**config.mk**
```make
export PLATFORM = sky130hd
export DESIGN_NAME = rfgbs_fifo
export DESIGN_NICKNAME = d
export VERILOG_FILES = /design/src/rfgbs_pkg.sv /design/src/rfgbs_fifo.sv
export SDC_FILE = /design/constraint.sdc
export NUM_CORES = 1
export LEC_CHECK = 0
export ABC_CLOCK_PERIOD_IN_PS = 1250
export BUFFER_PORTS_ARGS = -buffer_cell sky130_fd_sc_hd__buf_2
export CORE_ASPECT_RATIO = 0.7
export CORE_MARGIN = 2
export CORE_UTILIZATION = 50
export CTS_CLUSTER_DIAMETER = 60
export CTS_CLUSTER_SIZE = 16
export DETAILED_ROUTE_END_ITERATION = 8
export PLACE_DENSITY = 0.84
export SYNTH_ARGS = -nofsm -noshare
export SYNTH_HDL_FRONTEND = slang
export SYNTH_SLANG_ARGS = --single-unit
```
**constraint.sdc**
```tcl
create_clock -name clk -period 1.25 [get_ports clk]
set_input_delay 0.125 -clock clk [delete_from_list [all_inputs] [get_ports clk]]
set_output_delay 0.125 -clock clk [all_outputs]
set_load 0.005 [all_outputs]
```
**src/rfgbs_pkg.sv**
```systemverilog
// ----------------------------------------------------------------------------
// rfgbs_pkg: shared types and constants
// Mode codes, pixel and command types and divider reciprocals for the RGB
// flip / gray / box smoothing streamer.
// ----------------------------------------------------------------------------
package rfgbs_pkg;

	localparam int MAX_WIDTH_DEF = 1024;
	localparam int QUEUE_DEPTH   = 4;

	typedef enum logic [1:0] {
		MODE_FLIP   = 2'd0,
		MODE_GRAY   = 2'd1,
		MODE_SMOOTH = 2'd2
	} mode_t;

	localparam logic [1:0] CFG_MODE   = 2'd0;
	localparam logic [1:0] CFG_WIDTH  = 2'd1;
	localparam logic [1:0] CFG_HEIGHT = 2'd2;

	// floor(x/3) for x < 768 and floor(x/9) for x < 2304
	localparam logic [11:0] GRAY_RECIP   = 12'd2731;
	localparam int          GRAY_SHIFT   = 13;
	localparam logic [12:0] SMOOTH_RECIP = 13'd7282;
	localparam int          SMOOTH_SHIFT = 16;

	typedef struct packed {
		logic [7:0] blue;
		logic [7:0] green;
		logic [7:0] red;
	} pix_t;

	// one step for the back end
	typedef struct packed {
		mode_t mode;
		logic  emit;     // produces a result
		logic  last;     // final result of the frame
		logic  wr;       // real pixel, written to the line store
		logic  row_par;  // parity of the current row
		logic  top_ok;   // row two above is in frame
		logic  mid_ok;   // row above is in frame
		logic  bot_ok;   // current row is in frame
		logic  edge0;    // first column: right neighbour column is out of frame
		logic  left_ok;  // left neighbour column is in frame
		pix_t  pix;
	} cmd_t;

endpackage

```
**src/rfgbs_fifo.sv**
```systemverilog
// ----------------------------------------------------------------------------
// rfgbs_fifo: command queue
// Small register queue between the front and back ends.
// ----------------------------------------------------------------------------
module rfgbs_fifo #(
	parameter int WIDTH = 8,
	parameter int DEPTH = rfgbs_pkg::QUEUE_DEPTH,
	localparam int PW = $clog2(DEPTH),
	localparam int CW = $clog2(DEPTH + 1)
) (
	input  logic             clk,
	input  logic             arst_n,
	input  logic             push,
	input  logic [WIDTH-1:0] push_data,
	output logic             full,
	input  logic             pop,
	output logic [WIDTH-1:0] pop_data,
	output logic             empty
);

	logic [WIDTH-1:0] data_q [DEPTH];
	logic [PW-1:0]    wp_q;
	logic [PW-1:0]    rp_q;
	logic [CW-1:0]    cnt_q;

	assign full     = (cnt_q == CW'(DEPTH));
	assign empty    = (cnt_q == '0);
	assign pop_data = data_q[rp_q];

	always_ff @(posedge clk or negedge arst_n) begin
		if (!arst_n) begin
			wp_q  <= '0;
			rp_q  <= '0;
			cnt_q <= '0;
		end else begin
			if (push) begin
				wp_q <= (wp_q == PW'(DEPTH - 1)) ? '0 : wp_q + PW'(1);
			end
			if (pop) begin
				rp_q <= (rp_q == PW'(DEPTH - 1)) ? '0 : rp_q + PW'(1);
			end
			if (push && !pop) begin
				cnt_q <= cnt_q + CW'(1);
			end else if (pop && !push) begin
				cnt_q <= cnt_q - CW'(1);
			end
		end
	end

	always_ff @(posedge clk) begin
		if (push) begin
			data_q[wp_q] <= push_data;
		end
	end

endmodule

```
==> metrics.csv, run 1 <==
stage;metric;value;unit
layout;Final nets;145;
sta;unrepaired setup endpoints after global routing;yes;
clock_network;clock sink total;39;
sta;final hold violation count;0;
hold_path;worst hold path type;input port to flop;
die;chip height;50.85;um
global_route;Total Routing Usage GR;0.1888;
global_route;met3 usage;0.07692;
routing;wire length per cell after detailed routing;18.63;um
power_and_ir_drop;PD cells;2290;nW/um2
outcome;failing checks;negative setup slack;
global_route;GRT busiest layer;met2;
sta;Layout Skew;0.005300;ns
clock_network;CTS root buf;clkbuf_8;
sta;Slew Limit Fails;0;
layout;layout cells sized above 1;0.5827;
clock_network;htree depth;2;
routing;final wirelength;3.036;mm
place;Post-DP Area;1839;um2
global_route;vias in the first global route;963;
power_and_ir_drop;P_leak;0.8275;nW
clock_network;Clock Latency Late Sink;0.29;ns
worst_setup_path;critical path startpoint category;flop;
synthesis;number of synthesis warnings;0;
clock_network;clock-pin slew on the worst setup and hold paths;0.08;ns
sta;f_max;0.6249;GHz
die;CORE AREA;2883;um2
global_route;largest net degree at the start of global routing;13;
layout;post-route cell area;2107;um2
outcome;status;finished with violations;
place;hpwl dp;2.019;mm
worst_setup_path;critical path peak fanout;4;
power_and_ir_drop;VDD IR max;1.243;mV
worst_setup_path;CP startpoint;rp_q[0];
sta;slew margin rel.;0.8693;
place;PortBufs;21;
routing;drt pass-1 iters;4;
sta;Final Hold Slack;0.05136;ns
clock_network;Num CTS Buffers;5;
clock_network;CTS tree;built;
die;initial core utilization;0.5438;
place;Final Wtd Congestion;0.6593;
routing;number of DRC markers in iteration 0;73;
worst_setup_path;CP Capture Type;output pin;
global_route;GRT met1 Usage;0.2121;
sta;TNS Setup;-2.950;ns
layout;Area Growth Syn to Fin;34.40;%
clock_network;CTS max path bufs;2;
worst_setup_path;Worst EP arrival;1.48;ns
die;I/O Pins;22;
routing;drc violations;0;
worst_setup_path;worst r2r src;rp_q[0];
global_route;grt met2 use;0.3255;
layout;fill cell count;173;
global_route;global-route wire length before repair;4.671;mm
die;cell row count;16;
sta;fin crit period;1.600;ns
synthesis;Post-Syn Area;1568;um2
routing;via/cell ratio;5.337;
synthesis;Synth cell types;18;
global_route;total congestion overflow;0;
routing;via count;870;
hold_path;hold path start;push_data[4];
synthesis;Syn Nets;98;
routing;Final ANT Viol Nets;0;
flow_run;max-cap viol count;0;
die;chip width;70.93;um
synthesis;post-synthesis cell count;79;
synthesis;number of synthesized register bits;39;
worst_setup_path;crit path kind;flop to output pin;
layout;antenna diode count;0;
synthesis;post-synthesis sequential area ratio;0.7247;
sta;setup violators final;12;
synthesis;Avg Cell Area, Syn;19.84;um2
worst_setup_path;WP data required;1.12;ns
global_route;initial antenna violation count;0;
sta;Setup WS post-layout;-0.3502;ns
die;Die ar.;3607;um2
sta;worst slew pin tran;0.1954;ns
sta;period utilisation layout;1.280;
[final cells by class]
type / count / area, um2 / share of cell area
clock buffers: 6 / 72.57 / 0.03444
clock inverters: 2 / 60.06 / 0.02850
inverters: 4 / 15.01 / 0.007126
multi-input cells: 34 / 475.5 / 0.2257
flip-flops and latches: 39 / 1136 / 0.5392
well taps: 36 / 45.04 / 0.02138
repair buffers: 42 / 302.8 / 0.1437
[timing repair]
action,CTS,global route
pin swaps,4,1
resized for setup,14,13
endpoints found under the hold margin,7,0
endpoints found under the setup margin,41,35
hold buffers,1,0
cloned,0,0
setup buffers,2,3
[flip-flops by register name (all words and copies together) (netlist names)]
name,flops
data_q,32
cnt_q,3
rp_q,2
wp_q,2
[critical path, cell delays in order, from the launching register on]
cell	delay [ns]
dfrtp_1	0.40
buf_6	0.15
mux4_2	0.50
buf_2	0.14
[metal layers]
metal | part of all wire | wire (um)
met4 | 0.0089 | 27
met3 | 0.066 | 199
met5 | 0 | 0
met2 | 0.51 | 1563
met1 | 0.41 | 1245
[stage by stage]
step / power (mW) / utilization / setup WS (ns) / cells
6_report: 4.825 / 0.7309 / -0.3502 / 163
5_1_grt: 5.084 / 0.7309 / -0.3920 / 163
4_1_cts: 4.662 / 0.7114 / -0.3434 / 161
3_5_place_dp: 3.252 / 0.6380 / -0.2286 / 150
3_3_place_gp: 3.135 / 0.6380 / -0.09803 / 150
2_1_floorplan: 2.611 / - / 0.01518 / 79
[cells in the mapped netlist (all sizes together)]
cell | number | area (um2)
ha | 6 | 75.07
o21ai | 2 | 10.01
dfrtp | 7 | 175.2
inv | 4 | 15.01
nor2 | 2 | 7.510
buf | 2 | 16.26
xor2 | 2 | 17.52
nand2 | 2 | 7.510
mux2 | 2 | 22.52
mux4 | 8 | 180.2
and2 | 4 | 25.02
edfxtp | 32 | 960.9
a21o | 1 | 8.760
nor3b | 1 | 7.510
nor3 | 2 | 10.01
xnor2 | 1 | 8.760
fa | 1 | 20.02
[placed cells by master (no fill, tap or decap), drive strengths merged]
cell type	count
a21o	1
and2	4
buf	41
bufinv	2
clkbuf	6
dfrtp	7
dlygate4sd3	1
edfxtp	32
fa	1
ha	6
inv	4
mux2	2
mux4	8
nand2	2
nor2	2
nor3	2
nor3b	1
o21ai	2
xnor2	1
xor2	2
[logic make-up (layout without fill, tap and decap cells)]
logic type      after synthesis  after routing  share of synthesized area
xor+xnor                      3              3                    0.01676
compound gates                3              3                    0.01197
mux                          10             10                     0.1293
buf+inv                       6             54                    0.01995
simple gates                 11             11                    0.03671
fa+ha+maj                     7              7                    0.06065
flops                        39             39                     0.7247
[final timing paths]
check                                    end  slack, ns  cells after the start
worst max-delay path             pop_data[2]      -0.35                      3
worst min-delay path            data_q[0][4]       0.05                      1
worst max register to register       rp_q[1]      -0.16                      5
worst min register to register      cnt_q[2]       0.51                      1
max in group asynchronous           cnt_q[0]       0.80                      2
min in group asynchronous           cnt_q[2]       0.27                      2
[power breakdown]
part           internal [mW]  switching, mW  total (mW)
clock                  0.798          0.430        1.23
sequential              1.71          0.162        1.87
combinational           1.02          0.712        1.73
total                   3.52           1.30        4.82
Note: power is estimated with default switching activity, not from simulation.
==> run 2, diff against run 1 <==
- ABC_AREA: unset -> 1
- PLACE_DENSITY: 0.84 -> 0.83
==> run 2 against run 1 <==
- power shrank 2.5%
- wire length grew 25%
- sequential power grew 3%
- highest routed layer unchanged
- critical path type unchanged
- the run still ends with negative setup slack left
- largest cell class unchanged
- largest power group is now combinational logic
- core utilization decreased by 4.1 points
- clock-buffer cell count shrank 1
- synthesized cell count rose by 84%
==> metrics.csv, run 2 <==
stage;metric;value;unit;change
routing;final wirelength;3.786;mm;+25%
routing;number of DRC markers in iteration 0;83;;+14%
sta;slew margin rel.;0.8533;;-0.01600
layout;post-route insts no fill;234;;+44%
die;CORE AREA;3212;um2;+11%
worst_setup_path;critical path peak fanout;8;;+4
global_route;vias in the first global route;1160;;+20%
sta;unrepaired setup endpoints after global routing;yes;;
sta;Slew Limit Fails;0;;unchanged
synthesis;Post-Syn Area;1708;um2;+8.9%
synthesis;number of synthesized register bits;39;;unchanged
worst_setup_path;WP data required;1.12;ns;about the same
synthesis;Syn Nets;164;;+67%
synthesis;Post-synth EDFFs;32;;unchanged
layout;layout cells sized above 1;0.3797;;-0.2030
worst_setup_path;CP startpoint;rp_q[0];;
layout;antenna diode count;0;;unchanged
synthesis;number of synthesis warnings;0;;unchanged
layout;Top Registers;data_q: 32 flops, cnt_q: 3 flops;;
global_route;GRT met1 Usage;0.2207;;+0.008542
clock_network;CTS max path bufs;2;;unchanged
die;I/O Pins;22;;unchanged
sta;setup violators final;8;;-4
place;hpwl dp;2.189;mm;+8.5%
synthesis;synth cell count leaders;40 x nand2_1, 32 x edfxtp_1, 27 x inv_1;;
clock_network;htree depth;2;;unchanged
synthesis;Primary FF master, synth;edfxtp_1;;
worst_setup_path;critical path startpoint category;flop;;
synthesis;Synth cell types;18;;unchanged
place;PortBufs;21;;unchanged
global_route;total congestion overflow;0;;unchanged
clock_network;CTS tree;built;;
place;pre-CTS setup slack;-0.08148;ns;+0.1471 ns
sta;final hold violation count;0;;unchanged
worst_setup_path;Worst R2R End;cnt_q[2];;
worst_setup_path;CP endpoint;pop_data[3];;
global_route;GRT busiest layer;met2;;
worst_setup_path;reg2reg setup slack;0.02;ns;+0.18 ns
routing;wire length per cell after detailed routing;16.18;um;-13%
sta;period utilisation layout;1.250;;-0.03014
synthesis;post-synthesis sequential area ratio;0.6652;;-0.05946
layout;post-route cell area;2215;um2;+5.1%
layout;Most flops, register;data_q;;
worst_setup_path;crit path kind;flop to output pin;;
die;cell row count;17;;+1
clock_network;clock sink total;39;;unchanged
layout;final core occ;0.6895;;-0.04138
die;chip height;52.90;um;+4.0%
sta;Layout Skew;0.002948;ns;-0.002353 ns
sta;fin crit period;1.563;ns;-0.03768 ns
synthesis;FFs w/ async S/R, synth;0.1795;;unchanged
layout;Final nets;206;;+42%
clock_network;Num CTS Buffers;5;;unchanged
die;initial core utilization;0.5317;;-0.01209
worst_setup_path;R2R depth;5;;unchanged
global_route;met3 usage;0.04762;;-0.02930
synthesis;post-synthesis cell count;145;;+84%
layout;most frequent cells in the layout;34 x nand2_1, 32 x edfxtp_1, 21 x buf_2;;
sta;worst slew pin tran;0.2191;ns;+0.02370 ns
layout;most common cell after layout, fill and taps aside;nand2_1;;
global_route;initial antenna violation count;0;;unchanged
synthesis;Synth area leader;edfxtp_1;;
die;Die ar.;3907;um2;+8.3%
power_and_ir_drop;VDD IR max;0.8819;mV;-29%
layout;multi-input logic area;491.7;um2;+3.4%
routing;Final ANT Viol Nets;0;;unchanged
die;chip width;73.86;um;+4.1%
power_and_ir_drop;PD cells;2123;nW/um2;-7.3%
routing;via count;1212;;+39%
power_and_ir_drop;P_leak;0.9728;nW;+18%
routing;drt pass-1 iters;4;;unchanged
sta;TNS Setup;-1.969;ns;+0.9816 ns
global_route;grt met2 use;0.3214;;-0.004117
global_route;global-route wire length before repair;5.237;mm;+12%
layout;Reg area;1141;um2;+0.44%
hold_path;worst hold path type;input port to flop;;
layout;fill cell count;228;;+32%
worst_setup_path;Worst EP arrival;1.44;ns;-0.04 ns
layout;Area Growth Syn to Fin;29.67;%;
layout;max reg flops;32;;unchanged
clock_network;CTS root buf;clkbuf_8;;
outcome;failing checks;negative setup slack;;
place;Post-DP Area;1948;um2;+5.9%
synthesis;most numerous cell in the Yosys netlist;nand2_1;;
worst_setup_path;CP Capture Type;output pin;;
routing;via/cell ratio;5.179;;-3.0%
place;placed cells;220;;+47%
worst_setup_path;worst r2r src;cnt_q[1];;
synthesis;top-area cell type share of the netlist area;0.5626;;-0.05029
clock_network;Clock Latency Late Sink;0.29;ns;about the same
global_route;largest net degree at the start of global routing;33;;+20
global_route;Total Routing Usage GR;0.1904;;+0.001566
clock_network;clock-pin slew on the worst setup and hold paths;0.07;ns;about the same
outcome;status;finished with violations;;
sta;f_max;0.6400;GHz;+2.4%
synthesis;Avg Cell Area, Syn;11.78;um2;-41%
place;Final Wtd Congestion;0.7471;;+13%
flow_run;max-cap viol count;0;;unchanged
sta;Setup WS post-layout;-0.3126;ns;+0.03768 ns
synthesis;Area contributors post-synth;edfxtp_1 56%, dfrtp_1 10%, nand2_1 8.8%;;
routing;drc violations;0;;unchanged
run 2: layout make-up:
class | count | share of cell area
clock buffer | 5 | 0.03107
clock inverter | 2 | 0.003955
inverter | 29 | 0.05028
multi-input combinational | 73 | 0.2220
sequential | 39 | 0.5153
tap | 47 | 0.02655
timing repair buffer | 39 | 0.1508
run 2: metrics by stage:
| step | total power [mW] | hold slack (ns) |
|---|---|---|
| 4_1_cts | 4.234 | 0.04317 |
| 6_report | 4.702 | 0.04972 |
| 3_3_place_gp | 3.239 | -0.03777 |
| 2_1_floorplan | 2.757 | -0.1706 |
| 3_5_place_dp | 3.366 | -0.03052 |
| 5_1_grt | 4.960 | 0.04345 |
run 2: worst min-delay path by stage:
| stage | startpoint | endpoint | slack (ns) | cells after the start |
|---|---|---|---|---|
| after floorplan | arst_n | cnt_q[0] | -0.17 | 0 |
| after global placement | arst_n | cnt_q[0] | -0.04 | 1 |
| after detailed placement | arst_n | wp_q[1] | -0.03 | 1 |
| after CTS | push_data[3] | data_q[2][3] | 0.04 | 1 |
| after global routing | push_data[4] | data_q[1][4] | 0.04 | 1 |
| final | push_data[4] | data_q[2][4] | 0.05 | 1 |
run 2: timing repair:
action | in CTS | in global routing
gates resized for setup | 4 | 30
pin swaps | 0 | 6
setup buffers | 2 | 1
hold buffers | 1 | 0
setup endpoints to repair | 16 | 39
gates cloned | 0 | 3
hold endpoints to repair | 7 | 0
run 2: critical path, cell delays in order, from the launching register on:
cell      delay [ns]
dfrtp_2         0.45
inv_4           0.13
buf_12          0.14
nand2_1         0.05
o211ai_1        0.11
nand2_1         0.13
buf_2           0.14
run 2: cell families (layout without fill, tap and decap cells):
kind of cell / count (synthesis) / count (layout) / synth area share
flops: 39 / 39 / 0.6652
simple gates: 45 / 45 / 0.1026
compound gates: 20 / 20 / 0.08205
fa+ha+maj: 7 / 7 / 0.05568
xor+xnor: 1 / 1 / 0.005129
buf+inv: 33 / 75 / 0.08938
run 2: metal layers:
metal	vias to the layer above	routed length (um)
li1	567	-
met1	593	1539
met2	41	1993
met3	11	155
met4	0	97
met5	-	0
run 2: power by group:
group | internal, mW | switching (mW) | leakage, nW
logic | 0.940 | 1.03 | 0.557
registers | 1.71 | 0.217 | 0.374
clock network | 0.371 | 0.425 | 0.0414
total | 3.03 | 1.68 | 0.973
