===== config.mk =====
export PLATFORM = sky130hd
export DESIGN_NAME = rfgbs_front
export DESIGN_NICKNAME = d
export VERILOG_FILES = /design/src/rfgbs_pkg.sv /design/src/rfgbs_front.sv
export SDC_FILE = /design/constraint.sdc
export NUM_CORES = 1
export LEC_CHECK = 0
export ABC_AREA = 1
export BUFFER_PORTS_ARGS = -buffer_cell sky130_fd_sc_hd__buf_2
export CAP_MARGIN = 20
export CORE_MARGIN = 8
export CORE_UTILIZATION = 40
export CTS_CLUSTER_DIAMETER = 50
export DETAILED_ROUTE_END_ITERATION = 8
export SYNTH_ARGS = -nofsm -noshare
export SYNTH_HDL_FRONTEND = slang
export SYNTH_SLANG_ARGS = --single-unit

===== constraint.sdc =====
create_clock -name clk -period 3.2 [get_ports clk]
set_input_delay 0.16 -clock clk [delete_from_list [all_inputs] [get_ports clk]]
set_output_delay 0.16 -clock clk [all_outputs]
set_load 0.03 [all_outputs]

===== src/rfgbs_pkg.sv =====
// ----------------------------------------------------------------------------
// rfgbs_pkg: shared types and constants
// Mode codes, pixel and command types and divider reciprocals for the RGB
// flip / gray / box smoothing streamer.
// ----------------------------------------------------------------------------
package rfgbs_pkg;

	localparam int MAX_WIDTH_DEF = 1024;
	localparam int QUEUE_DEPTH   = 4;

	typedef enum logic [1:0] {
		MODE_FLIP   = 2'd0,
		MODE_GRAY   = 2'd1,
		MODE_SMOOTH = 2'd2
	} mode_t;

	localparam logic [1:0] CFG_MODE   = 2'd0;
	localparam logic [1:0] CFG_WIDTH  = 2'd1;
	localparam logic [1:0] CFG_HEIGHT = 2'd2;

	// floor(x/3) for x < 768 and floor(x/9) for x < 2304
	localparam logic [11:0] GRAY_RECIP   = 12'd2731;
	localparam int          GRAY_SHIFT   = 13;
	localparam logic [12:0] SMOOTH_RECIP = 13'd7282;
	localparam int          SMOOTH_SHIFT = 16;

	typedef struct packed {
		logic [7:0] blue;
		logic [7:0] green;
		logic [7:0] red;
	} pix_t;

	// one step for the back end
	typedef struct packed {
		mode_t mode;
		logic  emit;     // produces a result
		logic  last;     // final result of the frame
		logic  wr;       // real pixel, written to the line store
		logic  row_par;  // parity of the current row
		logic  top_ok;   // row two above is in frame
		logic  mid_ok;   // row above is in frame
		logic  bot_ok;   // current row is in frame
		logic  edge0;    // first column: right neighbour column is out of frame
		logic  left_ok;  // left neighbour column is in frame
		pix_t  pix;
	} cmd_t;

endpackage


===== src/rfgbs_front.sv =====
// ----------------------------------------------------------------------------
// rfgbs_front: input classifier
// Holds the configuration, tracks the raster position and the drain state,
// and turns each pixel, and each drain tick while draining, into a command.
// ----------------------------------------------------------------------------
module rfgbs_front #(
	parameter int MAX_WIDTH = rfgbs_pkg::MAX_WIDTH_DEF,
	localparam int AW = $clog2(MAX_WIDTH)
) (
	input  logic                 clk,
	input  logic                 arst_n,
	input  logic                 in_valid,
	output logic                 in_ready,
	input  logic                 in_op,
	input  rfgbs_pkg::pix_t      in_pix,
	input  logic                 cfg_we,
	input  logic [1:0]           cfg_index,
	input  logic [15:0]          cfg_data,
	input  logic                 q_full,
	output logic                 push,
	output rfgbs_pkg::cmd_t      push_cmd,
	output logic [AW-1:0]        push_wr_addr,
	output logic [AW-1:0]        push_rd_addr
);

	logic [1:0]       mode_q;
	logic [10:0]      fw_q;
	logic [15:0]      fh_q;
	logic [AW-1:0]    col_q;
	logic [15:0]      row_q;
	logic [AW-1:0]    vcol_q;
	logic             vsec_q;
	logic             drain_q;
	logic             extra_q;

	logic [AW-1:0]    wm1;
	logic [15:0]      hm1;
	rfgbs_pkg::mode_t emode;
	logic             acc;
	logic             pix_step;
	logic             drn_step;
	logic             frame_end;
	rfgbs_pkg::cmd_t  pcmd;
	rfgbs_pkg::cmd_t  vcmd;
	logic [AW-1:0]    prd;
	logic [AW-1:0]    vrd;

	always_comb begin
		if (fw_q == '0) begin
			wm1 = '0;
		end else if (32'(fw_q) > MAX_WIDTH) begin
			wm1 = AW'(MAX_WIDTH - 1);
		end else begin
			wm1 = AW'(fw_q - 11'd1);
		end
		hm1 = (fh_q == '0) ? '0 : fh_q - 16'd1;
		if (mode_q[1]) begin
			emode = rfgbs_pkg::MODE_SMOOTH;
		end else if (mode_q[0]) begin
			emode = rfgbs_pkg::MODE_GRAY;
		end else begin
			emode = rfgbs_pkg::MODE_FLIP;
		end
	end

	assign in_ready  = !q_full && !extra_q;
	assign acc       = in_valid && in_ready;
	assign pix_step  = acc && !in_op;
	assign drn_step  = (acc && in_op && drain_q) || (extra_q && !q_full);
	assign frame_end = (col_q == wm1) && (row_q == hm1);

	// pixel command
	always_comb begin
		pcmd         = '0;
		pcmd.mode    = emode;
		pcmd.wr      = 1'b1;
		pcmd.row_par = row_q[0];
		pcmd.top_ok  = (row_q[15:1] != '0);
		pcmd.mid_ok  = (row_q != '0);
		pcmd.bot_ok  = 1'b1;
		pcmd.edge0   = (col_q == '0);
		pcmd.left_ok = (col_q == '0) ? (wm1 != '0) : (col_q[AW-1:1] != '0);
		pcmd.pix     = in_pix;
		prd          = col_q;
		unique case (emode)
			rfgbs_pkg::MODE_FLIP: begin
				pcmd.emit = (row_q != '0);
				prd       = wm1 - col_q;
			end
			rfgbs_pkg::MODE_GRAY: begin
				pcmd.emit = 1'b1;
				pcmd.last = frame_end;
			end
			rfgbs_pkg::MODE_SMOOTH: begin
				pcmd.emit = (row_q[15:1] != '0) || ((row_q == 16'd1) && (col_q != '0));
			end
			default: begin
				pcmd.emit = 1'b0;
			end
		endcase
	end

	// drain command: positions past the end of the frame
	always_comb begin
		vcmd         = '0;
		vcmd.mode    = emode;
		vcmd.row_par = ~hm1[0];
		vcmd.top_ok  = (hm1 != '0);
		vcmd.mid_ok  = 1'b1;
		vcmd.edge0   = (vcol_q == '0);
		vcmd.left_ok = (vcol_q == '0) ? (wm1 != '0) : (vcol_q[AW-1:1] != '0);
		vrd          = vcol_q;
		if (emode == rfgbs_pkg::MODE_SMOOTH) begin
			if (vsec_q) begin
				vcmd.emit    = 1'b1;
				vcmd.last    = 1'b1;
				vcmd.edge0   = 1'b1;
				vcmd.left_ok = (wm1 != '0);
			end else begin
				vcmd.emit = !((hm1 == '0) && (vcol_q == '0));
			end
		end else begin
			vcmd.emit = 1'b1;
			vcmd.last = (vcol_q == wm1);
			vrd       = wm1 - vcol_q;
		end
	end

	assign push         = pix_step || drn_step;
	assign push_cmd     = pix_step ? pcmd : vcmd;
	assign push_wr_addr = col_q;
	assign push_rd_addr = pix_step ? prd : vrd;

	always_ff @(posedge clk or negedge arst_n) begin
		if (!arst_n) begin
			mode_q  <= 2'd0;
			fw_q    <= 11'd1;
			fh_q    <= 16'd1;
			col_q   <= '0;
			row_q   <= '0;
			vcol_q  <= '0;
			vsec_q  <= 1'b0;
			drain_q <= 1'b0;
			extra_q <= 1'b0;
		end else if (cfg_we) begin
			unique case (cfg_index)
				rfgbs_pkg::CFG_MODE:   mode_q <= cfg_data[1:0];
				rfgbs_pkg::CFG_WIDTH:  fw_q   <= cfg_data[10:0];
				rfgbs_pkg::CFG_HEIGHT: fh_q   <= cfg_data;
				default: ;
			endcase
			if (cfg_index <= rfgbs_pkg::CFG_HEIGHT) begin
				col_q   <= '0;
				row_q   <= '0;
				drain_q <= 1'b0;
				extra_q <= 1'b0;
			end
		end else if (pix_step) begin
			drain_q <= 1'b0;
			if (frame_end) begin
				col_q   <= '0;
				row_q   <= '0;
				vcol_q  <= '0;
				vsec_q  <= 1'b0;
				drain_q <= (emode != rfgbs_pkg::MODE_GRAY);
			end else if (col_q == wm1) begin
				col_q <= '0;
				row_q <= row_q + 16'd1;
			end else begin
				col_q <= col_q + AW'(1);
			end
		end else if (drn_step) begin
			extra_q <= !vcmd.emit;
			if (vcmd.emit && vcmd.last) begin
				drain_q <= 1'b0;
			end
			if ((emode == rfgbs_pkg::MODE_SMOOTH) && !vsec_q && (vcol_q == wm1)) begin
				vsec_q <= 1'b1;
				vcol_q <= '0;
			end else begin
				vcol_q <= vcol_q + AW'(1);
			end
		end
	end

endmodule


==> results.md, run 1 <==
- Status: finished with violations
- Failing checks: setup timing
- Slowest stage delay, CP: 0.38 ns
- Reg clk slew, reported paths: 0.06 ns
- Overall global routing resource usage: 0.216
- WHS: 0.0585 ns
- Crit path time final: 3.39 ns
- Insertion delay to the later sink of the worst-skew pair: 0.34 ns
- Hpwl dp: 16,300 um
- I/O Buffers: 104
- Reg2Reg Setup Slack: -0.11 ns
- Hold path endpoint: fh_q[12]$_DFFE_PN0P_
- Final setup fails: 22
- Post-synthesis async set-or-reset flop share: 1.00
- FF+latch count, synth: 68
- VDD IR max: 0.252 mV
- CP Capture Type: output pin
- HP Start: cfg_data[12]
- Drt via density: 5.22
- Cell mode on critical path: nand2_2
- Worst min path class: in -> reg
- Yosys top cell area share: 0.265
- First-pass GRT wire length: 34,700 um
- Num rows: 45
- Iteration-0 DRC Markers: 458
- Buf+Inv Stages, Crit Path: 5
- Synth top area cells: dfrtp_1 27%, nand2_1 13%, inv_1 8.9%
- Layout Skew: 0.00725 ns
- Dpl cells: 1,299
- Delay-heaviest family, CP: simple AND/OR/NAND/NOR gates
- FF-to-FF End: row_q[9]$_DFFE_PN0P_
- Post-synth EDFFs: 0
- Sequential-to-total area share from yosys stat: 0.274
- Total grt overflow: 0
- IO Count: 105
- Fillers: 1,449
- Startpoint types: register
- Vias in the first global route: 6,867
- Clk root buf: clkbuf_16
- Largest net degree at the start of global routing: 33
- RSZ-0062 raised after global routing: yes
- Starting Density: 0.410
- Routed length on met2: 11,100 um
- WHS Path Cells: 3
- Pleak: 4.30 nW
- Fin crit share: 1.06
- Met3 wire length: 976 um
- CP required: 3.04 ns
- Drt wl/cell: 16.3 um
- Nets: 1,229
- Cell taking the most area after synthesis: dfrtp_1
- Design area: 8770 um^2
- Mean Syn Cell Area: 6.41 um^2
- TritonCTS buffer count: 9
- MaxCap Viol Count: 0
- CTS tree: built
- P per Cell Area: 540 nW/um^2
- Core area: 15,200 um^2
- Max-slew violations: 0
- DR top layer: met4
- Commonest cells after routing, fill and taps aside: 195 x nand2_1, 131 x inv_1, 114 x nor2_1, 93 x buf_2, 73 x buf_4
- WS Path Type: reg -> out
- Initial antenna violation count: 0
- Commonest non-fill, non-tap cell in the layout: nand2_1
- Leading register cell type out of synthesis: dfrtp_1
- FMAX: 295 MHz
- Worst Path Arrival: 3.23 ns
- Highest-delay cell along the critical path: dfrtp_1
- Vias after detailed routing: 7,023
- Clock H-tree levels: 3
- Placed inst area: 7330 um^2
- RePlAce Congestion: 0.963
- Detailed-router iteration count before antenna repair: 5
- Area Overhead vs Synth: 40.8%
- N_diodes: 0
- Synth unique cells: 43
- Max FO, Critical Path: 4
- Bufs on Longest Clock Path: 2
- Synthesized cell area: 6230 um^2
- Die ar.: 19,800 um^2
- Mapped Nets: 1,049
- Worst setup margin: -0.193 ns
- Critical R2R Launch: fw_q[1]$_DFFE_PN0P_
- Synth warn: 0
- Antenna viol nets, final: 0
- Clock tree sinks: 68
- Die Y-Extent: 141 um
- Worst Tran Pin Value: 0.767 ns
- Slew HR: 0.489
- Post-Synthesis Cells: 972
- Fin util: 0.577
- Fin. Hold Viols: 0
- Fin cells: 1,345
- Die width: 141 um
- Layout cell share with drive strength beyond 1: 0.328
- DRC violations left: 0
- TNS Setup: -2.10 ns
- WL met1: 9090 um
- Final WL: 21,900 um
- Worst-path cell chain: inv_2 > ha_4 > nand2_4 > nor2_4 > nand2_2 > o21ai_4 > buf_6 > nand2_2 > nand2_2 > inv_2 > ha_4 > nand2_1 > buf_4 > nor3_2 > nand3_2 > nor2_4 > nand2_2 > o21ai_2 > buf_6
- Worst reg2reg path depth: 24
## per-layer routing
metal  vias to the layer above  global-route usage
met5                         -                   0
met4                         0              0.0860
met3                        54              0.0368
met2                       199               0.376
met1                      3281               0.260
li1                       3489                   -
## worst max path at each step
stage	start	end	slack (ns)	depth (start not counted)
after floorplan	fw_q[0]$_DFFE_PN1P_	push_cmd[31]	-0.11	19
after global routing	fw_q[1]$_DFFE_PN0P_	push_rd_addr[7]	-0.34	22
after CTS	fw_q[1]$_DFFE_PN0P_	push_cmd[31]	-0.18	19
final	fw_q[1]$_DFFE_PN0P_	push_cmd[31]	-0.19	19
after detailed placement	fw_q[1]$_DFFE_PN0P_	row_q[15]$_DFFE_PN0P_	-0.11	20
after global placement	fw_q[1]$_DFFE_PN0P_	row_q[12]$_DFFE_PN0P_	-0.007	21
## where the power goes
part	leakage [nW]	switching, W	internal, W	total, W
clock network	0.149	0.000406	0.000684	0.00109
registers	0.888	0.0000935	0.000940	0.00103
logic	3.26	0.00149	0.00112	0.00261
total	4.30	0.00199	0.00275	0.00474
## layout make-up
class | count | area [um^2] | area share
clock inverter | 6 | 88.8 | 0.0101
inverter | 149 | 572 | 0.0652
multi-input combinational | 725 | 4480 | 0.511
tap | 188 | 235 | 0.0268
clock buffer | 10 | 229 | 0.0261
timing repair buffer | 199 | 1460 | 0.167
sequential | 68 | 1700 | 0.194
## cells in the mapped netlist (2+ instances only)
cell and count:
nor3b_1 2, clkbuf_1 14, o2111ai_1 2, xor2_1 30
ha_1 27, nor2_4 2, a31oi_1 4, buf_4 4
nand3_1 90, dfrtp_1 66, xor2_2 2, nor4_1 5
nor2_1 126, nand2_1 213, fa_1 2, inv_2 2
nor2_2 8, o21ai_0 72, nand2_4 2, buf_1 4
dfstp_2 2, or2_2 2, buf_6 6, inv_1 147
nand3_2 4, nor3_1 22, nor3_2 2, buf_2 2
xnor2_1 7, nand4_1 21, a21oi_1 40, o21bai_1 3
o21ai_1 13, a32oi_1 3, o211ai_1 4, nand2_2 10
## stage by stage
step | worst slack [ns] | power (W)
2_1_floorplan | -0.106 | 0.00228
3_3_place_gp | -0.00662 | 0.00297
3_5_place_dp | -0.111 | 0.00297
4_1_cts | -0.184 | 0.00451
5_1_grt | -0.342 | 0.00503
6_report | -0.193 | 0.00474
## state kept, by name (all words and copies together), names as in the netlist
signal / flops
row_q: 16
push_wr_addr: 10
mode_q: 2
fw_q: 11
extra_q: 1
fh_q: 16
drain_q: 1
vcol_q: 10
vsec_q: 1
## timing repair
item | in CTS | in global routing
cloned | 2 | 1
endpoints found under the setup margin | 44 | 49
endpoints found under the hold margin | 28 | 0
resized for setup | 120 | 107
hold buffers | 1 | 0
pin swaps | 36 | 52
buffers inserted | 18 | 12
## cell families (layout without fill, tap and decap cells)
kind of cell | Yosys count | in the layout | synth area share
xor gates and xnor gates | 39 | 39 | 0.0572
adders and majority gates | 29 | 29 | 0.0607
DFF | 68 | 68 | 0.274
buffers and inverters | 179 | 364 | 0.118
and+or+nand+nor | 513 | 513 | 0.365
AOI/OAI and AO/OA | 144 | 144 | 0.125
## tightest hold or removal path: cells and delay by family
family	cells	cell delay, ns
AOI/OAI and AO/OA	1	0.10
buffers and inverters	1	0.07
and+or+nand+nor	1	0.03
Power figures use the tool's default switching activity.
==> run 2, diff against run 1 <==
- CTS_BUF_LIST: unset -> sky130_fd_sc_hd__clkbuf_16
==> run 2 against run 1 <==
The run still ends with setup timing left. Setup slack unchanged. First-iteration DRC count decreased by 0.66%. Clock-buffer cell count shrank 1.
==> results.md, run 2 (synthesized netlist as in run 1, its figures left out) <==
- Worst Path Arrival: 3.23 ns (about the same)
- Detailed-router iteration count before antenna repair: 5 (unchanged)
- Worst-path cell chain: inv_2 > ha_4 > nand2_4 > nor2_4 > nand2_2 > o21ai_4 > buf_6 > nand2_2 > nand2_2 > inv_2 > ha_4 > nand2_1 > buf_4 > nor3_2 > nand3_2 > nor2_4 > nand2_2 > o21ai_2 > buf_6
- Slowest stage delay, CP: 0.38 ns (about the same)
- Failing checks: setup timing
- Buf+Inv Stages, Crit Path: 5 (unchanged)
- Nets: 1,229 (unchanged)
- Final setup fails: 22 (unchanged)
- I/O Buffers: 104 (unchanged)
- Die ar.: 19,800 um^2 (unchanged)
- CTS tree: built
- Max FO, Critical Path: 4 (unchanged)
- Placed inst area: 7330 um^2 (unchanged)
- DRC violations left: 0 (unchanged)
- RePlAce Congestion: 0.963 (unchanged)
- CP required: 3.04 ns (about the same)
- Crit path time final: 3.39 ns (unchanged)
- Fin cells: 1,345 (unchanged)
- Reg clk slew, reported paths: 0.06 ns (about the same)
- Dpl cells: 1,299 (unchanged)
- Reg2Reg Setup Slack: -0.11 ns (about the same)
- Commonest non-fill, non-tap cell in the layout: nand2_1
- Fin. Hold Viols: 0 (unchanged)
- Starting Density: 0.410 (unchanged)
- Design area: 8770 um^2 (unchanged)
- RSZ-0062 raised after global routing: yes
- Layout cell share with drive strength beyond 1: 0.328 (unchanged)
- Status: finished with violations
- Pleak: 4.30 nW (about the same)
- Largest net degree at the start of global routing: 33 (unchanged)
- Iteration-0 DRC Markers: 455 (-0.66%)
- Die Y-Extent: 141 um (unchanged)
- Drt wl/cell: 16.3 um (about the same)
- Hpwl dp: 16,300 um (unchanged)
- Clock tree sinks: 68 (unchanged)
- IO Count: 105 (unchanged)
- Vias after detailed routing: 7,017 (-0.085%)
- Worst Setup SP: fw_q[1]$_DFFE_PN0P_
- HP Start: cfg_data[12]
- Bufs on Longest Clock Path: 2 (unchanged)
- P per Cell Area: 540 nW/um^2 (about the same)
- Commonest cells after routing, fill and taps aside: 195 x nand2_1, 132 x inv_1, 114 x nor2_1, 93 x buf_2, 73 x buf_4
- TritonCTS buffer count: 9 (unchanged)
- Clk root buf: clkbuf_16
- Worst min path class: in -> reg
- MaxCap Viol Count: 0 (unchanged)
- Critical R2R Launch: fw_q[1]$_DFFE_PN0P_
- Slew HR: 0.489 (unchanged)
- Worst setup margin: -0.193 ns (unchanged)
- Num rows: 45 (unchanged)
- Cell mode on critical path: nand2_2
- Drt via density: 5.22 (about the same)
- VDD IR max: 0.252 mV (about the same)
- First-pass GRT wire length: 34,700 um (unchanged)
- Die width: 141 um (unchanged)
- Delay-heaviest family, CP: simple AND/OR/NAND/NOR gates
- Clock H-tree levels: 3 (unchanged)
- FMAX: 295 MHz (unchanged)
- Core area: 15,200 um^2 (unchanged)
- Fin util: 0.577 (unchanged)
- Antenna viol nets, final: 0 (unchanged)
- N_diodes: 0 (unchanged)
- Total grt overflow: 0 (unchanged)
- Initial antenna violation count: 0 (unchanged)
- Startpoint types: register
- Fin crit share: 1.06 (unchanged)
- Vias in the first global route: 6,867 (unchanged)
- Worst Tran Pin Value: 0.767 ns (unchanged)
- WS Path Type: reg -> out
- Highest-delay cell along the critical path: dfrtp_1
- Insertion delay to the later sink of the worst-skew pair: 0.34 ns (about the same)
- Final WL: 21,900 um (about the same)
- Layout Skew: 0.00740 ns (+0.000152 ns)
- Top flop regs: fh_q x16, row_q x16, fw_q x11
- Max-slew violations: 0 (unchanged)
- Area Overhead vs Synth: 40.8% (unchanged)
- Overall global routing resource usage: 0.216 (unchanged)
- CP Capture Type: output pin
==> run 2: cell count changes in the layout (fill, tap and decap cells not counted) <==
| cell | previous run | this run |
|---|---|---|
| clkbuf_1 | 1 | 0 |
| inv_1 | 131 | 132 |
==> run 2: final cells by class <==
type / instances / area [um^2]
Tap cell: 188 / 235
Fill cell: 1449 / 6430
Clock inverter: 7 / 92.6
Multi-Input combinational cell: 725 / 4480
Clock buffer: 9 / 225
Sequential cell: 68 / 1700
Inverter: 149 / 572
Timing Repair Buffer: 199 / 1460
==> run 2: through the flow <==
step	setup slack, ns	hold WS [ns]	power [W]	TNS (ns)
global placement	-0.00662	0.279	0.00297	-0.0168
global route	-0.342	0.0506	0.00503	-7.21
finish	-0.193	0.0583	0.00473	-2.10
floorplan	-0.106	-0.136	0.00228	-0.106
detailed placement	-0.111	0.289	0.00297	-1.90
CTS	-0.184	0.0497	0.00451	-2.19
==> run 2: what timing repair did <==
action	CTS	global route
setup endpoints to repair	44	49
hold buffers	1	0
pin swaps	36	52
buffers inserted	18	12
cloned	2	1
hold endpoints to repair	28	0
resized for setup	120	107
==> run 2: worst reg2reg max path: cells and delay by family, from the launching register on <==
family                     cells  cell delay, ns
AOI/OAI and AO/OA              2            0.29
DFF                            1            0.38
adders and majority gates      2            0.45
buffers and inverters          9            1.03
and+or+nand+nor               11            1.07
==> run 2: path summary, 6_finish.rpt <==
path                                                     to  depth (start not counted)
worst max-delay path                           push_cmd[31]                         19
worst min-delay path                   fh_q[12]$_DFFE_PN0P_                          3
worst max register to register         row_q[9]$_DFFE_PN0P_                         24
worst min register to register          fh_q[0]$_DFFE_PN1P_                          2
max in group asynchronous             row_q[11]$_DFFE_PN0P_                          3
min in group asynchronous       push_wr_addr[6]$_DFFE_PN0P_                          2
==> run 2: power by group <==
| group | internal (W) | leakage (nW) | switching [W] |
|---|---|---|---|
| Sequential | 0.000940 | 0.888 | 0.0000934 |
| Clock | 0.000681 | 0.153 | 0.000407 |
| Combinational | 0.00112 | 3.26 | 0.00149 |
==> run 2: layer usage <==
| metal | up-vias | global-route usage | share of wire |
|---|---|---|---|
| li1 | 3489 | - | - |
| met1 | 3275 | 0.260 | 0.42 |
| met2 | 199 | 0.376 | 0.50 |
| met3 | 54 | 0.0368 | 0.044 |
| met4 | 0 | 0.0860 | 0.035 |
| met5 | - | 0 | 0 |
==> run 3, diff against run 2 <==
- GPL_ROUTABILITY_DRIVEN: unset -> 0
- PLACE_DENSITY: unset -> 0.63
==> run 3 against run 2 <==
The run ends with hold timing, setup timing left. Sequential share of layout area grew 0.61 points. Power fell by 0.50%. Non-clock buffer count fell by 11. Sequential power is essentially flat. Core utilization shrank 1.7 points. Wire length shrank 3.9%. Worst hold slack worse by 0.099 ns. Combinational power is 2% lower. Global-route usage fell by 0.94 points. Critical path depth is 1 higher. Critical path type unchanged.
==> results.md, run 3 (synthesized netlist as in run 1, its figures left out) <==
- First-pass GRT wire length: 33,300 um (-4.0%)
- Clk root buf: clkbuf_16
- Layout Skew: 0.00483 ns (-0.00257 ns)
- DRC violations left: 0 (unchanged)
- Max FO, Critical Path: 7 (+3)
- Multi-input gate area: 4380 um^2 (-2.2%)
- Fillers: 1,417 (-2.2%)
- Crit path time final: 3.46 ns (+0.0653 ns)
- Top flop regs: fh_q x16, row_q x16, fw_q x11
- Critical R2R Launch: fw_q[1]$_DFFE_PN0P_
- Drt wl/cell: 15.8 um (-3.2%)
- Clock network power share: 0.234 (+0.004)
- Largest net degree at the start of global routing: 43 (+30%)
- Final Power: 0.00471 W (-0.50%)
- MaxCap Viol Count: 0 (unchanged)
- N_diodes: 0 (unchanged)
- Slowest stage delay, CP: 0.38 ns (about the same)
- Final setup fails: 35 (+59%)
- CP required: 3.04 ns (about the same)
- Worst Setup SP: fw_q[1]$_DFFE_PN0P_
- Drt via density: 5.23 (+0.19%)
- TritonCTS buffer count: 9 (unchanged)
- Core area: 15,200 um^2 (unchanged)
- Cell mode on critical path: nand2_4
- Commonest non-fill, non-tap cell in the layout: nand2_1
- Reg clk slew, reported paths: 0.06 ns (about the same)
- Slew HR: 0.357 (-0.131)
- Total grt overflow: 0 (unchanged)
- P per Cell Area: 554 nW/um^2 (+2.6%)
- Highest-delay cell along the critical path: dfrtp_1
- Num rows: 45 (unchanged)
- Hold_buf cts: 0 (-1)
- Overall global routing resource usage: 0.207 (-0.00945)
- Worst min path class: in -> async
- Final WL: 21,000 um (-3.9%)
- Layout cell share with drive strength beyond 1: 0.293 (-0.0344)
- Seq pwr share: 0.222 (+0.004)
- RSZ-0062 raised after global routing: yes
- Fin cells: 1,334 (-0.82%)
- Vias after detailed routing: 6,973 (-0.63%)
- Hpwl dp: 15,600 um (-4.2%)
- Dpl cells: 1,293 (-0.46%)
- Failing checks: hold timing, setup timing
- Detailed-router iteration count before antenna repair: 7 (+2)
- Worst-path cell chain: inv_2 > ha_4 > nand2_4 > nor2_4 > nand2_2 > o21ai_4 > buf_6 > nand2_4 > nand2_4 > inv_4 > ha_4 > nand2_4 > nor3_4 > nand2_1 > nor3_2 > nand3_2 > nor2_4 > nand2_2 > o21ai_2 > buf_6
- Vias in the first global route: 6,611 (-3.7%)
- Insertion delay to the later sink of the worst-skew pair: 0.34 ns (about the same)
- Worst setup margin: -0.259 ns (-0.0653 ns)
- Startpoint types: register
- Internal: 0.00271 W (-1.1%)
- Iteration-0 DRC Markers: 513 (+13%)
- Die ar.: 19,800 um^2 (unchanged)
- Max-slew violations: 0 (unchanged)
- Fin. Hold Viols: 38 (+38)
- Clock H-tree levels: 3 (unchanged)
- Die Y-Extent: 141 um (unchanged)
- Worst Tran Pin Value: 0.964 ns (+0.197 ns)
- IO Count: 105 (unchanged)
- CTS tree: built
- Pleak: 4.23 nW (-1.6%)
- Antenna viol nets, final: 0 (unchanged)
- FMAX: 289 MHz (-1.9%)
- Combinational share of power: 0.543 (-0.009)
- VDD IR max: 0.327 mV (+30%)
- Clock tree sinks: 68 (unchanged)
- Area Overhead vs Synth: 36.6%
- Worst Path Arrival: 3.30 ns (+0.07 ns)
- Worst slack, placed: -0.105 ns (+0.00596 ns)
- Commonest cells after routing, fill and taps aside: 198 x nand2_1, 133 x inv_1, 117 x nor2_1, 95 x buf_2, 89 x nand3_1
- Sw frac: 0.424 (+0.00336)
- Fin crit share: 1.08 (+0.0204)
- Register area: 1700 um^2 (unchanged)
- Nets: 1,218 (-0.90%)
- Die width: 141 um (unchanged)
- Net Sw Power: 0.00200 W (+0.29%)
- Initial antenna violation count: 0 (unchanged)
- CP Capture Type: output pin
- I/O Buffers: 104 (unchanged)
- Worst reg2reg path depth: 22 (-8.3%)
- WHS: -0.0408 ns (-0.0991 ns)
- WS Path Type: reg -> out
- Status: finished with violations
- Starting Density: 0.410 (unchanged)
- Bufs on Longest Clock Path: 2 (unchanged)
==> run 3: cell types whose count changed in the layout (fill, tap and decap cells not counted), moves of 3 or more <==
cell     previous run  this run
a21oi_2            12         8
buf_12              5         2
buf_6              24        14
ha_1               12         9
ha_4               14        17
nand2_1           195       198
nand2_2            19        14
nand3_1            68        89
nand3_2            25         5
nor2_1            114       117
o21ai_0            43        47
o21ai_2            14         9
==> run 3: final timing paths <==
kind | end | slack [ns]
max | push_cmd[31] | -0.26
max in group asynchronous | row_q[12]$_DFFE_PN0P_ | 2.46
min | push_wr_addr[9]$_DFFE_PN0P_ | -0.04
min reg2reg | fh_q[0]$_DFFE_PN1P_ | 0.49
min in group clk | fh_q[11]$_DFFE_PN0P_ | 0.06
max reg2reg | vcol_q[3]$_DFFE_PN0P_ | -0.08
==> run 3: critical path, delay by kind of cell, from the launching register on <==
family	cells	cell delay, ns
fa+ha+maj	2	0.44
compound gates	2	0.32
buf+inv	4	0.44
flops	1	0.38
simple gates	12	1.35
==> run 3: layer usage <==
metal | GRT usage | share of wire | vias to the layer above
li1 | - | - | 3475
met1 | 0.247 | 0.41 | 3208
met2 | 0.356 | 0.50 | 224
met3 | 0.0483 | 0.058 | 66
met4 | 0.0735 | 0.035 | 0
met5 | 0 | 0 | -
==> run 3: area by class of cell <==
cell class | count | share of cell area
clock inverters | 7 | 0.0116
well taps | 188 | 0.0277
repair buffers | 188 | 0.151
multi-input cells | 725 | 0.515
inverters | 149 | 0.0678
flip-flops and latches | 68 | 0.200
clock buffers | 9 | 0.0265
==> run 3: timing repair <==
| action | CTS | global route |
|---|---|---|
| cloned | 0 | 1 |
| endpoints found under the setup margin | 44 | 46 |
| pin swaps | 25 | 32 |
| gates resized for setup | 100 | 71 |
| setup buffers | 14 | 11 |
==> run 3: power by group through the flow <==
| stage | Combinational, W | Clock, W | Sequential, W |
|---|---|---|---|
| after detailed placement | 0.00188 | 0 | 0.00106 |
| after global placement | 0.00188 | 0 | 0.00105 |
| after global routing | 0.00279 | 0.00116 | 0.00106 |
| final | 0.00256 | 0.00110 | 0.00105 |
| after floorplan | 0.00124 | 0 | 0.00104 |
| after CTS | 0.00224 | 0.00113 | 0.00104 |
==> run 3: per-stage QoR <==
stage	hold WS (ns)	utilization	setup TNS [ns]	cell area, um^2
after floorplan	-0.136	-	-0.106	6240
after global placement	0.370	0.480	-0.0653	7290
after detailed placement	0.384	0.480	-0.979	7290
after CTS	0.0126	0.533	-0.533	8100
after global routing	0.0483	0.560	-9.55	8510
final	-0.0408	0.560	-2.84	8510
